<file path="src/design/cfcg_pkg.sv">
// ============================================================================
// CRC folding constant generator package
// Shared types, constants and bit helpers for the folding constant generator.
// ============================================================================
package cfcg_pkg;

    localparam int unsigned POLY_DEGREE = 32;
    localparam int unsigned CNT_W       = 10;

    localparam int unsigned N_FOLD_4X_REFL_LO = 4 * 128 - 32;
    localparam int unsigned N_FOLD_4X_REFL_HI = 4 * 128 + 32;
    localparam int unsigned N_FOLD_1X_REFL_LO = 128 - 32;
    localparam int unsigned N_FOLD_1X_REFL_HI = 128 + 32;
    localparam int unsigned N_FOLD_4X_HI      = 4 * 128 + 64;
    localparam int unsigned N_FOLD_4X_LO      = 4 * 128;
    localparam int unsigned N_FOLD_1X_HI      = 128 + 64;
    localparam int unsigned N_FOLD_1X_LO      = 128;
    localparam int unsigned N_REDUCE_64       = 64;
    localparam int unsigned N_REDUCE_96       = 96;

    localparam logic [CNT_W-1:0] LAST_SHIFT = CNT_W'(N_FOLD_4X_HI - POLY_DEGREE);

    localparam logic [5:0] WIDTH_MIN = 6'd8;
    localparam logic [5:0] WIDTH_MAX = 6'd32;

    localparam logic [2:0] IDX_QUOTIENT = 3'd6;
    localparam logic [2:0] IDX_POLY     = 3'd7;

    typedef struct packed {
        logic        reflected;
        logic [5:0]  crc_width;
        logic [31:0] polynomial;
    } req_t;

    typedef struct packed {
        logic [2:0]  constant_index;
        logic [32:0] constant_value;
        logic        bad_request;
        logic        last;
    } res_t;

    typedef struct packed {
        logic             fresh;
        logic             done;
        logic [CNT_W-1:0] count;
        logic [31:0]      rem;
        logic [32:0]      quo;
    } step_t;

    typedef enum logic [1:0] {
        ST_IDLE,
        ST_RUN,
        ST_EMIT
    } state_t;

    function automatic logic [31:0] rev32(input logic [31:0] v);
        logic [31:0] r;
        for (int i = 0; i < 32; i++) begin
            r[i] = v[31-i];
        end
        return r;
    endfunction

    function automatic logic [CNT_W-1:0] shift_of(input int unsigned n);
        return CNT_W'(n - POLY_DEGREE);
    endfunction

    // Number of shift steps after which constant idx is captured.
    function automatic logic [CNT_W-1:0] shift_target(input logic refl, input logic [2:0] idx);
        logic [CNT_W-1:0] t;
        unique case (idx)
            3'd0:    t = refl ? shift_of(N_FOLD_4X_REFL_LO) : shift_of(N_FOLD_4X_HI);
            3'd1:    t = refl ? shift_of(N_FOLD_4X_REFL_HI) : shift_of(N_FOLD_4X_LO);
            3'd2:    t = refl ? shift_of(N_FOLD_1X_REFL_LO) : shift_of(N_FOLD_1X_HI);
            3'd3:    t = refl ? shift_of(N_FOLD_1X_REFL_HI) : shift_of(N_FOLD_1X_LO);
            3'd4:    t = refl ? shift_of(N_FOLD_1X_REFL_LO) : shift_of(N_REDUCE_64);
            3'd5:    t = refl ? shift_of(N_REDUCE_64) : shift_of(N_REDUCE_96);
            3'd6:    t = shift_of(N_REDUCE_64);
            default: t = '0;
        endcase
        return t;
    endfunction

    function automatic logic [32:0] fold_rem(input logic refl, input logic [31:0] rem);
        return refl ? {rev32(rem), 1'b0} : {1'b0, rem};
    endfunction

    function automatic logic [32:0] fold_quo(input logic refl, input logic [32:0] quo);
        return refl ? {rev32(quo[31:0]), 1'b0} : quo;
    endfunction

endpackage

</file>
<file path="src/design/cfcg_shift_unit.sv">
// ============================================================================
// CRC folding constant shift unit
// GF(2) shift-xor engine that steps x^n mod P upward one degree per cycle.
// ============================================================================
module cfcg_shift_unit (
    input  logic           clk,
    input  logic           rst_n,
    input  logic           start,
    input  logic [31:0]    poly,
    output cfcg_pkg::step_t step
);
    import cfcg_pkg::*;

    logic             busy_reg;
    logic             busy_next;
    logic             fresh_reg;
    logic             fresh_next;
    logic [CNT_W-1:0] cnt_reg;
    logic [CNT_W-1:0] cnt_next;
    logic [31:0]      rem_reg;
    logic [31:0]      rem_next;
    logic [32:0]      quo_reg;
    logic [32:0]      quo_next;
    logic [31:0]      p_reg;
    logic [31:0]      p_next;
    logic             hi;

    assign hi = rem_reg[31];

    always_comb
    begin
        busy_next  = busy_reg;
        fresh_next = 1'b0;
        cnt_next   = cnt_reg;
        rem_next   = rem_reg;
        quo_next   = quo_reg;
        p_next     = p_reg;
        if (start)
        begin
            busy_next = 1'b1;
            cnt_next  = '0;
            rem_next  = poly;
            quo_next  = 33'd1;
            p_next    = poly;
        end
        else if (busy_reg)
        begin
            fresh_next = 1'b1;
            cnt_next   = cnt_reg + 1'b1;
            rem_next   = {rem_reg[30:0], 1'b0} ^ (hi ? p_reg : 32'd0);
            quo_next   = {quo_reg[31:0], hi};
            if (cnt_next == LAST_SHIFT)
            begin
                busy_next = 1'b0;
            end
        end
    end

    always_ff @(posedge clk or negedge rst_n)
    begin
        if (!rst_n)
        begin
            busy_reg  <= 1'b0;
            fresh_reg <= 1'b0;
            cnt_reg   <= '0;
        end
        else
        begin
            busy_reg  <= busy_next;
            fresh_reg <= fresh_next;
            cnt_reg   <= cnt_next;
        end
    end

    always_ff @(posedge clk)
    begin
        rem_reg <= rem_next;
        quo_reg <= quo_next;
        p_reg   <= p_next;
    end

    assign step.fresh = fresh_reg;
    assign step.done  = fresh_reg && (cnt_reg == LAST_SHIFT);
    assign step.count = cnt_reg;
    assign step.rem   = rem_reg;
    assign step.quo   = quo_reg;

endmodule

</file>
<file path="src/design/crc_fold_constant_generator.sv">
// ============================================================================
// CRC folding constant generator
// Computes eight folding and Barrett constants for a carry-less CRC kernel.
// ============================================================================
// A valid item runs the shift-xor unit up to the last shift target; its results
// then follow one per cycle while res_stall does not hold them back.
// Items are handled one at a time by the single shift-xor unit; req_stall stays
// high until the last result is loaded. A rejected item gives its one result.
// Reset clears the sequencer and the output valid; no memory needs clearing.
module crc_fold_constant_generator (
    input  logic          clk,
    input  logic          rst_n,
    input  logic          req_valid,
    output logic          req_stall,
    input  cfcg_pkg::req_t req,
    output logic          res_valid,
    input  logic          res_stall,
    output cfcg_pkg::res_t res
);
    import cfcg_pkg::*;

    state_t      state_reg;
    state_t      state_next;
    logic [2:0]  idx_reg;
    logic [2:0]  idx_next;
    logic        err_reg;
    logic        err_next;
    logic        refl_reg;
    logic        refl_next;
    logic        res_valid_reg;
    logic        res_valid_next;
    res_t        res_reg;
    res_t        res_next;
    logic [32:0] c_reg [8];

    logic        bad;
    logic [5:0]  shamt;
    logic [31:0] p_start;
    logic        accept;
    logic        start;
    logic        load;
    step_t       step;

    assign shamt   = 6'd32 - req.crc_width;
    assign bad     = (req.crc_width < WIDTH_MIN) || (req.crc_width > WIDTH_MAX)
                     || (({1'b0, req.polynomial} >> req.crc_width) != 33'd0);
    assign p_start = req.reflected ? rev32(req.polynomial) : (req.polynomial << shamt);

    cfcg_shift_unit u_shift (
        .clk   (clk),
        .rst_n (rst_n),
        .start (start),
        .poly  (p_start),
        .step  (step)
    );

    always_comb
    begin
        state_next = state_reg;
        unique case (state_reg)
            ST_IDLE:
            begin
                if (req_valid)
                begin
                    state_next = bad ? ST_EMIT : ST_RUN;
                end
            end
            ST_RUN:
            begin
                if (step.done)
                begin
                    state_next = ST_EMIT;
                end
            end
            ST_EMIT:
            begin
                if (load && (err_reg || (idx_reg == IDX_POLY)))
                begin
                    state_next = ST_IDLE;
                end
            end
            default: state_next = ST_IDLE;
        endcase
    end

    always_comb
    begin
        accept         = (state_reg == ST_IDLE) && req_valid;
        start          = accept && !bad;
        load           = (state_reg == ST_EMIT) && (!res_valid_reg || !res_stall);
        idx_next       = idx_reg;
        err_next       = err_reg;
        refl_next      = refl_reg;
        res_next       = res_reg;
        res_valid_next = res_stall ? res_valid_reg : 1'b0;
        if (accept)
        begin
            idx_next  = '0;
            err_next  = bad;
            refl_next = req.reflected;
        end
        if (load)
        begin
            res_valid_next = 1'b1;
            idx_next       = idx_reg + 1'b1;
            if (err_reg)
            begin
                res_next.constant_index = '0;
                res_next.constant_value = '0;
                res_next.bad_request    = 1'b1;
                res_next.last           = 1'b1;
            end
            else
            begin
                res_next.constant_index = idx_reg;
                res_next.constant_value = c_reg[idx_reg];
                res_next.bad_request    = 1'b0;
                res_next.last           = (idx_reg == IDX_POLY);
            end
        end
    end

    always_ff @(posedge clk or negedge rst_n)
    begin
        if (!rst_n)
        begin
            state_reg     <= ST_IDLE;
            idx_reg       <= '0;
            err_reg       <= 1'b0;
            refl_reg      <= 1'b0;
            res_valid_reg <= 1'b0;
        end
        else
        begin
            state_reg     <= state_next;
            idx_reg       <= idx_next;
            err_reg       <= err_next;
            refl_reg      <= refl_next;
            res_valid_reg <= res_valid_next;
        end
    end

    always_ff @(posedge clk)
    begin
        res_reg <= res_next;
        if (start)
        begin
            c_reg[IDX_POLY] <= req.reflected ? {rev32(p_start), 1'b1} : {1'b1, p_start};
        end
        if ((state_reg == ST_RUN) && step.fresh)
        begin
            for (int k = 0; k < 7; k++)
            begin
                if (step.count == shift_target(refl_reg, 3'(k)))
                begin
                    c_reg[k] <= (3'(k) == IDX_QUOTIENT) ? fold_quo(refl_reg, step.quo)
                                                        : fold_rem(refl_reg, step.rem);
                end
            end
        end
    end

    assign req_stall = (state_reg != ST_IDLE);
    assign res_valid = res_valid_reg;
    assign res       = res_reg;

endmodule
</file>
<file path="config.mk">
export PLATFORM = sky130hd
export DESIGN_NAME = crc_fold_constant_generator
export DESIGN_NICKNAME = d
export VERILOG_FILES = /design/src/design/cfcg_pkg.sv /design/src/design/cfcg_shift_unit.sv /design/src/design/crc_fold_constant_generator.sv
export SDC_FILE = /design/constraint.sdc
export NUM_CORES = 1
export LEC_CHECK = 0
export BUFFER_PORTS_ARGS = -buffer_cell sky130_fd_sc_hd__buf_2
export CORE_MARGIN = 2
export CORE_UTILIZATION = 40
export CTS_CLUSTER_DIAMETER = 100
export DETAILED_ROUTE_END_ITERATION = 8
export SKIP_LAST_GASP = 1
export SLEW_MARGIN = 20
export SYNTH_ARGS = -nofsm -noshare
export SYNTH_HDL_FRONTEND = slang
export SYNTH_SLANG_ARGS = --single-unit
</file>
<file path="constraint.sdc">
create_clock -name clk -period 6.2 [get_ports clk]
set_input_delay 0 -clock clk [delete_from_list [all_inputs] [get_ports clk]]
set_output_delay 0 -clock clk [all_outputs]
set_load 0.01 [all_outputs]
</file>
# Word-level counts from Yosys, hierarchy flattened
# Memories as Yosys holds them, arrays and structs flattened. A register that Yosys moved wholly into a read port is not among the register bits.
# Index checks and enable logic that the tools add are counted.
[classes]
add_sub_neg = 3
n_mul = 0
div = 0
magnitude_cmp = 2
n_eq_ne = 16
n_shift = 2
mux = 75
n_bitwise = 1
n_reduce_logical = 24
[op_table]
columns = ["op", "count"]
rows = [
  ["2-to-1 mux 33 bit", 8],
  ["OR reduction 33 bit", 5],
  ["2-to-1 mux 32 bit", 4],
  ["2-to-1 mux 10 bit", 11],
  ["== test 10 bit", 7],
  ["2-to-1 mux 1 bit", 35],
  ["nonzero test 33 bit", 1],
  [">> shifter 32 x 6 -> 33 bit", 1],
  ["<< shifter 32 x 6 -> 32 bit", 1],
  ["bitwise XOR 32 bit", 1],
  ["2-to-1 mux 3 bit", 7],
  ["== test 10 bit (second input constant)", 2],
  ["2-to-1 mux 8 bit", 2],
  ["2-to-1 mux 7 bit", 2],
  ["adder 10 x 1 -> 10 bit (second input constant)", 1],
  ["2-to-1 mux 2 bit", 5],
  ["> comparator 6 bit (second input constant)", 1],
  ["logical AND 1 bit", 6],
  ["less-than comparator 6 x 4 -> 1 bit (second input constant)", 1],
  ["inequality test 2 bit (second input constant)", 3],
  ["case mux 2 bit (3 select lines)", 1],
  ["nonzero test 2 bit", 3],
  ["subtractor 6 bit (first input constant)", 1],
  ["logical OR 1 bit", 4],
  ["other kinds (8)", 10],
]
[word_totals]
reg_bits = 122
latch_bits = 0
ram_bits = 264
romBits = 0
in_bits = 43
output_inout_bits = 40
elab_cells = 138
n_memories = 1
[memory_table]
columns = ["memory", "depth", "word_bits", "rd", "rd_clocked_by_memory_dff", "write_ports", "line", "rtl"]
rows = [
  ["c_reg", 8, 33, 1, 1, 3, "crc_fold_constant_generator.sv:34", "logic [32:0] c_reg [8];"],
]

# Longest topological paths before layout
# Gate-level depths: netlist (run 1).
[depth]
depth_word = 13
depth_mapped = 13
depth_no_buf = 9

# Hierarchy
# From an unflattened synthesis (run 1), not the netlist that was laid out.
[hier_totals]
cells_unflattened = 1410
area_unflattened_um2 = 19666.4
[modules_own_cells]
columns = ["mod", "n_inst", "cells_each", "area_each_um2", "seq_area_each_um2"]
rows = [
  ["crc_fold_constant_generator", 1, 1020, 15110.7, 9268.9],
  ["cfcg_shift_unit", 1, 390, 4555.6, 2882.8],
]

# Worst setup path before layout (run 1)
# No wires, ideal clock.
[synth_timing]
path_type = "register -> register"
from = "reg u_shift.cnt_reg[8]"
to = "mem c_reg[4][0], enable pin"
setup_ps = 518
arrival_time_ps = 4617
required_ps = 5682
path_slack_ps = 1065
stages_incl_launch_ff = 6
path_buffers = 1
synth_period_minus_slack_ps = 5135
path_cell_list = "dfrtp_1 -> clkbuf_1 -> nor2_1 -> nand3_1 -> or3_1 -> nor4b_1"
[synth_rtl]
columns = ["element", "line", "rtl"]
rows = [
  ["start: declaration", "cfcg_shift_unit.sv:18", "logic [CNT_W-1:0] cnt_reg;"],
  ["start signal: assignment", "cfcg_shift_unit.sv:71", "cnt_reg <= cnt_next;"],
  ["end: declaration", "crc_fold_constant_generator.sv:34", ""],
]

# Worst setup path after layout (run 1)
[layout_timing]
from = "in req[33] (netlist name)"
to = "reg u_shift.rem_reg[23], data pin"
[layout_between]
elab_cells_between_ends = 12
classes_between = "1 x add/sub; 2 x order compare; 2 x shift; 2 x mux; 5 x reduce/logical"
[layout_rtl]
columns = ["element", "line", "rtl"]
rows = [
  ["start: declaration", "crc_fold_constant_generator.sv:15", "input cfcg_pkg::req_t req,"],
  ["subtractor 6 bit", "crc_fold_constant_generator.sv:44", "assign shamt = 6'd32 - req.crc_width;"],
  ["<< shifter 32 x 6 -> 32 bit", "crc_fold_constant_generator.sv:47", "assign p_start = req.reflected ? rev32(req.polynomial) : (req.polynomial << shamt);"],
  ["2-to-1 mux 32 bit", "crc_fold_constant_generator.sv:47", ""],
  ["net p_start[23]", "crc_fold_constant_generator.sv:38", "logic [31:0] p_start;"],
  ["2-to-1 mux 32 bit", "cfcg_shift_unit.sv:38", "if (start)"],
  ["net u_shift.rem_next[23]", "cfcg_shift_unit.sv:21", "logic [31:0] rem_next;"],
  ["end signal: assignment", "cfcg_shift_unit.sv:77", "rem_reg <= rem_next;"],
  ["end: declaration", "cfcg_shift_unit.sv:20", "logic [31:0] rem_reg;"],
]
# The timed path passes the listed nets, and every way through them passes these cells.
# A chain may end at the register's enable or synchronous reset.

==> flow_metrics.py, run 1 <==
metrics = {
    "critical_path": {
        "cp-end-kind": "flip-flop",
        "slowest_stage": "xor2_4",
        "cp-start-kind": "primary input",
        "crit_required_ns": 6.49,
        "r2r-end": "res[18]$_SDFFCE_PP0P_",
        "worstSetupPathType": "primary input to flip-flop",
        "max_stage_delay_ns": 0.87,
        "arrival_ns": 3.43,
        "ff2ff_setup_slack_ns": 3.18,
        "reg2reg_from": "idx_reg[0]$_DFFE_PN0P_",
        "crit_chain": "buf_2, inv_1, ha_1, xor2_4, buf_4, mux2_2, a221o_1, o21ai_1, nand2_1, mux2_4",
        "crit_family": "buffers and inverters",
        "cp.buffers_inverters": 3,
        "r2r_cells": 4,
        "crit_fanout": 35,
    },
    "cells_and_area": {
        "drive_gt1_share_pct": 25.65,
        "antenna_cells": 0,
        "nFillCells": 4342,
        "multi_input_area_um2": 7192,
        "layoutNonFillerInstCount": 2122,
        "fin_area_um2": 22550,
        "largest_reg_flops": 263,
        "ff_latch_area_um2": 12130,
        "syn2layout_area_growth_pct": 14.27,
        "layout.nets": 1473,
    },
    "grt": {
        "grt_max_degree": 143,
        "antenna_found_initial": 2,
        "grtUsageTotal_pct": 17.70,
        "grt_overflow": 0,
        "grt_pass1_vias": 11420,
        "grt_pass1_wl_um": 68930,
    },
    "detailed_routing": {
        "routed_wl_um": 44440,
        "vias_per_cell": 5.379,
        "dr.pass1.iters": 7,
        "drtAntennaViolNets": 0,
        "wire_per_inst_um": 20.94,
        "drt_iter0_drc": 924,
        "drc": 0,
        "vias": 11420,
    },
    "synthesis": {
        "ys_ff_latch": 418,
        "yosysTopAreaCellShare_pct": 55.55,
        "synthCells": 1329,
        "syn_area_per_cell_um2": 14.85,
        "synthMostInstantiatedCell": "edfxtp_1",
        "ys.warnings.count": 0,
        "synth-main-ff-cell": "edfxtp_1",
        "synth-async-reset-ratio_pct": 4.785,
        "synth_edf_count": 365,
        "synthesis.nets": 1377,
        "synth.top_cells.by_count": "edfxtp_1 (365), nand2_1 (155), nor2_1 (115)",
        "syn_area_um2": 19730,
        "ys_seq_area_share_pct": 61.43,
        "yosysTopAreaCell": "edfxtp_1",
        "synth_area_leaders": "edfxtp_1 (56%), mux4_2 (11%), mux2i_1 (5.0%)",
        "synth.distinct_cells": 72,
    },
    "sta": {
        "whs_ns": 0.04181,
        "report.final.slew_viol_count": 0,
        "final.setup.worst_slack_ns": 3.063,
        "hold_violations": 0,
        "min_period_over_period_pct": 50.59,
        "fin_crit_ns": 3.137,
        "fmax_ghz": 0.3188,
        "setup_violations": 0,
        "setup_tns_ns": 0,
        "slew_headroom_pct": 28.87,
        "finalClockSkew_ns": 0.02151,
        "worst_slew_pin_slew_ns": 1.065,
        "rsz0062_at_grt": "false",
    },
    "job": {
        "drv_cap": 0,
    },
    "floorplanning": {
        "start_util_pct": 40.39,
        "num_rows": 81,
        "dieArea_um2": 51120,
        "die_h_um": 226.1,
        "ios": 83,
        "die_width_um": 226.1,
        "core_um2": 48850,
    },
    "clock_network": {
        "cts_buffer_depth": 3,
        "cts_max_level": 2,
        "cts_num_sinks": 418,
        "root_buffer": "clkbuf_16",
        "clk_pin_slew_ns": 0.06,
        "cts_tree": "done",
        "clk-insertion-delay-late_ns": 0.55,
        "postCtsResizedCells": 0,
        "cts_buffers": 43,
    },
    "placed_design": {
        "io_buffers": 82,
        "placed_cells_incl_taps": 2009,
        "hpwl_um": 29010,
        "placed_cell_area_um2": 20810,
        "dp_slack_ns": 2.562,
        "gp_congestion": 0.8956,
    },
    "power": {
        "powerDensity_nw_per_um2": 433.7,
        "ir_drop_mv": 0.1970,
        "leakage_nw": 8.063,
    },
    "status": {
        "status": "finished clean",
    },
    "worst_hold_path": {
        "min_path_type": "primary input to flip-flop",
        "holdPathEnd": "c_reg[7][22]$_DFFE_PP_",
        "worstHoldPathCells": 3,
        "min_from": "req[21]",
    },
}
layout by cell type (no fill, tap or decap), drive strengths merged, types with 20 or more instances in the layout:
cell	instances
dfxtp	33
buf	106
nand2	155
mux4	97
mux2i	98
o21ai	26
clkbuf	57
nor2	115
a21oi	20
dlygate4sd3	35
edfxtp	365
dfrtp	20
mux2	103
xnor2	39
kinds of logic (layout without fill, tap and decap cells):
family          Yosys count  after routing  synth area share (%)
mux                     298            298                 22.02
fa+ha+maj                 5              5                0.3171
buf+inv                 105            234                 2.574
compound gates          107            107                 3.900
simple gates            349            349                 7.673
flops                   418            418                 61.43
xor+xnor                 47             47                 2.086
worst reg2reg max path, cell delays in order (launching register included):
cell,delay [ns]
dfrtp_4,0.94
buf_4,0.70
mux4_2,0.62
mux2i_1,0.42
nor2_1,0.08
how the worst max path moves through the flow:
stage | start | cells after the start | slack, ns | end
2_1_floorplan | u_shift.cnt_reg[8]$_DFFE_PN0P_ | 5 | 1.07 | c_reg[4][0]$_DFFE_PP_
3_3_place_gp | req[33] | 10 | 2.63 | u_shift.rem_reg[23]$_DFFE_PP_
3_5_place_dp | req[33] | 10 | 2.56 | u_shift.rem_reg[23]$_DFFE_PP_
4_1_cts | idx_reg[0]$_DFFE_PN0P_ | 4 | 3.09 | res[19]$_SDFFCE_PP0P_
5_1_grt | req[32] | 10 | 2.85 | u_shift.rem_reg[17]$_DFFE_PP_
6_report | req[33] | 10 | 3.06 | u_shift.rem_reg[23]$_DFFE_PP_
layer usage:
layer  share of wire [%]  wire [um]  track usage, %  vias up
met2                  44      19620           26.57      307
li1                    -          -               -     5274
met4                 1.9        865           4.605        0
met5                   0          0               0        -
met1                  49      21870           27.15     5773
met3                 4.7       2080           2.238       61
what timing repair did:
item / 4_1_cts / 5_1_grt
hold buffers: 35 / 0
setup buffers: 0 / 0
hold endpoints to repair: 80 / 0
metrics by stage:
stage / total power (W) / utilization [%]
2_1_floorplan: 0.006440 / -
3_3_place_gp: 0.007250 / 42.61
3_5_place_dp: 0.007313 / 42.61
4_1_cts: 0.009901 / 46.16
5_1_grt: 0.01032 / 46.16
6_report: 0.009779 / 46.16
power by group:
| group | total [W] | switching, W | internal (W) |
|---|---|---|---|
| Clock | 0.00254 | 0.00104 | 0.00149 |
| Combinational | 0.00283 | 0.00149 | 0.00134 |
| Sequential | 0.00441 | 0.000463 | 0.00394 |
| Total | 0.00978 | 0.00299 | 0.00678 |
final cells by class:
type / instances / share of cell area (%)
sequential: 418 / 53.80
multi-input combinational: 806 / 31.90
clock buffer: 57 / 5.183
timing repair buffer: 141 / 4.229
tap: 664 / 3.685
clock inverter: 21 / 0.9545
inverter: 15 / 0.2497
Power figures use the tool's default switching activity.
==> inputs of run 2 (changes only) <==
--- a/config.mk
+++ b/config.mk
@@ -5,6 +5,7 @@
 export SDC_FILE = /design/constraint.sdc
 export NUM_CORES = 1
 export LEC_CHECK = 0
+export ABC_AREA = 1
 export BUFFER_PORTS_ARGS = -buffer_cell sky130_fd_sc_hd__buf_2
 export CORE_MARGIN = 2
 export CORE_UTILIZATION = 40
==> constraint.sdc (replaced) <==
create_clock -name clk -period 2.9 [get_ports clk]
set_input_delay 0 -clock clk [delete_from_list [all_inputs] [get_ports clk]]
set_output_delay 0 -clock clk [all_outputs]
set_load 0.01 [all_outputs]
==> run 2 against run 1 <==
Sequential power rose by 100%. Largest cell class unchanged. Global-route usage rose by 3.2 points. Largest power group unchanged. Synthesized cell count rose by 66%. Die area rose by 2.6%. Routed wire length rose by 24%.
==> flow_metrics.py, run 2 <==
metrics = {
    "status": {
        "status": "finished clean",
    },
    "floorplanning": {
        "num_rows": 82,
        "core_um2": 50070,
        "die_h_um": 229.0,
        "start_util_pct": 40.44,
        "die_width_um": 229.0,
        "dieArea_um2": 52430,
        "ios": 83,
    },
    "synthesis": {
        "syn_area_um2": 20250,
        "synth.distinct_cells": 40,
        "synthCells": 2205,
        "yosysTopAreaCellShare_pct": 54.14,
        "yosysTopAreaCell": "edfxtp_1",
        "synthesis.nets": 2253,
        "synth-async-reset-ratio_pct": 4.785,
        "ys_seq_area_share_pct": 59.87,
        "ys.warnings.count": 0,
        "synth-main-ff-cell": "edfxtp_1",
        "syn_area_per_cell_um2": 9.182,
        "synthMostInstantiatedCell": "nand2_1",
        "synth_area_leaders": "edfxtp_1 (54%), nand2_1 (11%), o21ai_0 (7.8%)",
        "synth_edf_count": 365,
        "ys_ff_latch": 418,
        "synth.top_cells.by_count": "nand2_1 (574), edfxtp_1 (365), o21ai_0 (314)",
    },
    "detailed_routing": {
        "routed_wl_um": 55180,
        "dr.pass1.iters": 5,
        "drc": 0,
        "wire_per_inst_um": 18.42,
        "drt_iter0_drc": 1510,
        "vias_per_cell": 5.296,
        "vias": 15870,
        "drtAntennaViolNets": 0,
    },
    "clock_network": {
        "cts_max_level": 2,
        "clk-insertion-delay-late_ns": 0.54,
        "postCtsResizedCells": 0,
        "cts_buffers": 42,
        "cts_tree": "done",
        "root_buffer": "clkbuf_16",
        "cts_buffer_depth": 3,
        "cts_num_sinks": 418,
        "clk_pin_slew_ns": 0.06,
    },
    "cells_and_area": {
        "largest_reg_flops": 263,
        "ff_latch_area_um2": 12130,
        "drive_gt1_share_pct": 9.940,
        "multi_input_area_um2": 6850,
        "nFillCells": 4841,
        "mostFrequentLayoutCells": "nand2_1 (574), edfxtp_1 (365), o21ai_0 (314)",
        "layout.nets": 2338,
        "syn2layout_area_growth_pct": 15.50,
        "final_common_cell": "nand2_1",
        "antenna_cells": 0,
    },
    "critical_path": {
        "worstSetupPathType": "flip-flop to flip-flop",
        "cp-start-kind": "flip-flop",
        "cp-end-kind": "flip-flop",
        "ff2ff_setup_slack_ns": 0.64,
        "crit_family": "buffers and inverters",
        "reg2reg_from": "refl_reg$_DFFE_PN0P_",
        "crit_fanout": 33,
        "crit_chain": "xor2_1, inv_1, nand4_1, nor4_4, buf_4",
        "r2r_cells": 5,
        "cp.buffers_inverters": 2,
        "arrival_ns": 2.44,
        "slowest_stage": "dfrtp_4",
        "crit_required_ns": 3.07,
        "r2r-end": "c_reg[0][14]$_DFFE_PP_",
        "max_stage_delay_ns": 0.61,
    },
    "sta": {
        "fmax_ghz": 0.4416,
        "finalClockSkew_ns": 0.01330,
        "worst_slew_pin_slew_ns": 0.9667,
        "setup_violations": 0,
        "report.final.slew_viol_count": 0,
        "final.setup.worst_slack_ns": 0.6353,
        "slew_headroom_pct": 34.87,
        "setup_tns_ns": 0,
        "hold_violations": 0,
        "fin_crit_ns": 2.265,
        "rsz0062_at_grt": "false",
        "min_period_over_period_pct": 78.09,
    },
    "power": {
        "clkPwrFrac_pct": 27.5,
        "pwr-share-comb_pct": 30.3,
        "switching_share_pct": 34.28,
        "p_switching_w": 0.007156,
        "leakage_nw": 9.507,
        "internal-power_w": 0.01372,
        "ir_drop_mv": 0.5270,
        "seq_power_share_pct": 42.2,
        "p_total_w": 0.02087,
        "powerDensity_nw_per_um2": 892.7,
    },
    "grt": {
        "grt_pass1_vias": 15030,
        "antenna_found_initial": 0,
        "grtUsageTotal_pct": 20.87,
        "grt_pass1_wl_um": 85990,
        "grt_overflow": 0,
        "grt_max_degree": 133,
    },
    "placed_design": {
        "dp_slack_ns": 0.3649,
        "io_buffers": 82,
        "gp_congestion": 0.9806,
        "hpwl_um": 36390,
    },
    "worst_hold_path": {
        "min_path_type": "primary input to asynchronous set/reset pin",
    },
    "job": {
        "drv_cap": 0,
    },
}
==> run 2: metal layers <==
layer  GRT usage (%)  vias to the layer above  part of all wire, %
met2           31.94                      578                   44
met4           5.885                        0                  2.4
met5               0                        -                    0
met3           2.552                       73                  6.5
met1           31.22                     7580                   47
li1                -                     7637                    -
==> run 2: cell families (layout without fill, tap and decap cells) <==
| family | Yosys count | count (layout) | synth area share, % |
|---|---|---|---|
| muxes | 5 | 5 | 0.2472 |
| AOI/OAI and AO/OA | 447 | 447 | 11.80 |
| adders and majority gates | 5 | 5 | 0.3090 |
| and+or+nand+nor | 958 | 958 | 19.21 |
| xor gates and xnor gates | 41 | 41 | 1.774 |
| DFF | 418 | 418 | 59.87 |
| buffers and inverters | 331 | 450 | 6.780 |
==> run 2: cell type report <==
class,count,area share (%)
Inverter,199,3.210
Tap cell,672,3.596
Sequential cell,418,51.88
Clock inverter,22,1.204
Multi-Input combinational cell,1456,29.30
Clock buffer,56,5.078
Timing Repair Buffer,173,5.736
==> run 2: worst max-delay path by stage <==
stage,startpoint,endpoint,cells past startpoint
finish,refl_reg$_DFFE_PN0P_,c_reg[0][14]$_DFFE_PP_,5
global route,req[14],u_shift.p_reg[20]$_DFFE_PP_,14
CTS,refl_reg$_DFFE_PN0P_,c_reg[0][26]$_DFFE_PP_,5
detailed placement,req[32],u_shift.rem_reg[21]$_DFFE_PP_,12
global placement,req[32],u_shift.rem_reg[21]$_DFFE_PP_,12
floorplan,refl_reg$_DFFE_PN0P_,c_reg[1][0]$_DFFE_PP_,5
==> run 2: power by group through the flow <==
stage | sequential, W | combinational, W | clock [W]
global route | 0.00891 | 0.00714 | 0.00606
global placement | 0.00891 | 0.00611 | 0
detailed placement | 0.00893 | 0.00622 | 0
floorplan | 0.00880 | 0.00408 | 0
CTS | 0.00881 | 0.00630 | 0.00584
finish | 0.00881 | 0.00632 | 0.00574
==> run 2: timing repair <==
action / CTS / global route
setup buffers: 0 / 0
hold endpoints to repair: 102 / 0
hold buffers: 36 / 0
==> run 2: metrics by stage <==
| step | utilization (%) | cells | hold WS, ns | area (um^2) |
|---|---|---|---|---|
| 2_1_floorplan | - | 2205 | -0.2956 | 20270 |
| 6_report | 46.70 | 2996 | 0.04923 | 23380 |
| 3_5_place_dp | 43.06 | 2882 | 0.001381 | 21560 |
| 5_1_grt | 46.70 | 2996 | 0.06198 | 23380 |
| 3_3_place_gp | 43.06 | 2882 | 0.01200 | 21560 |
| 4_1_cts | 46.71 | 2996 | 0.02008 | 23390 |
==> run 2: tightest hold or removal path, cell delays in order <==
cell	delay (ns)
dlygate4sd3_1	0.52
buf_2	0.09
buf_2	0.42
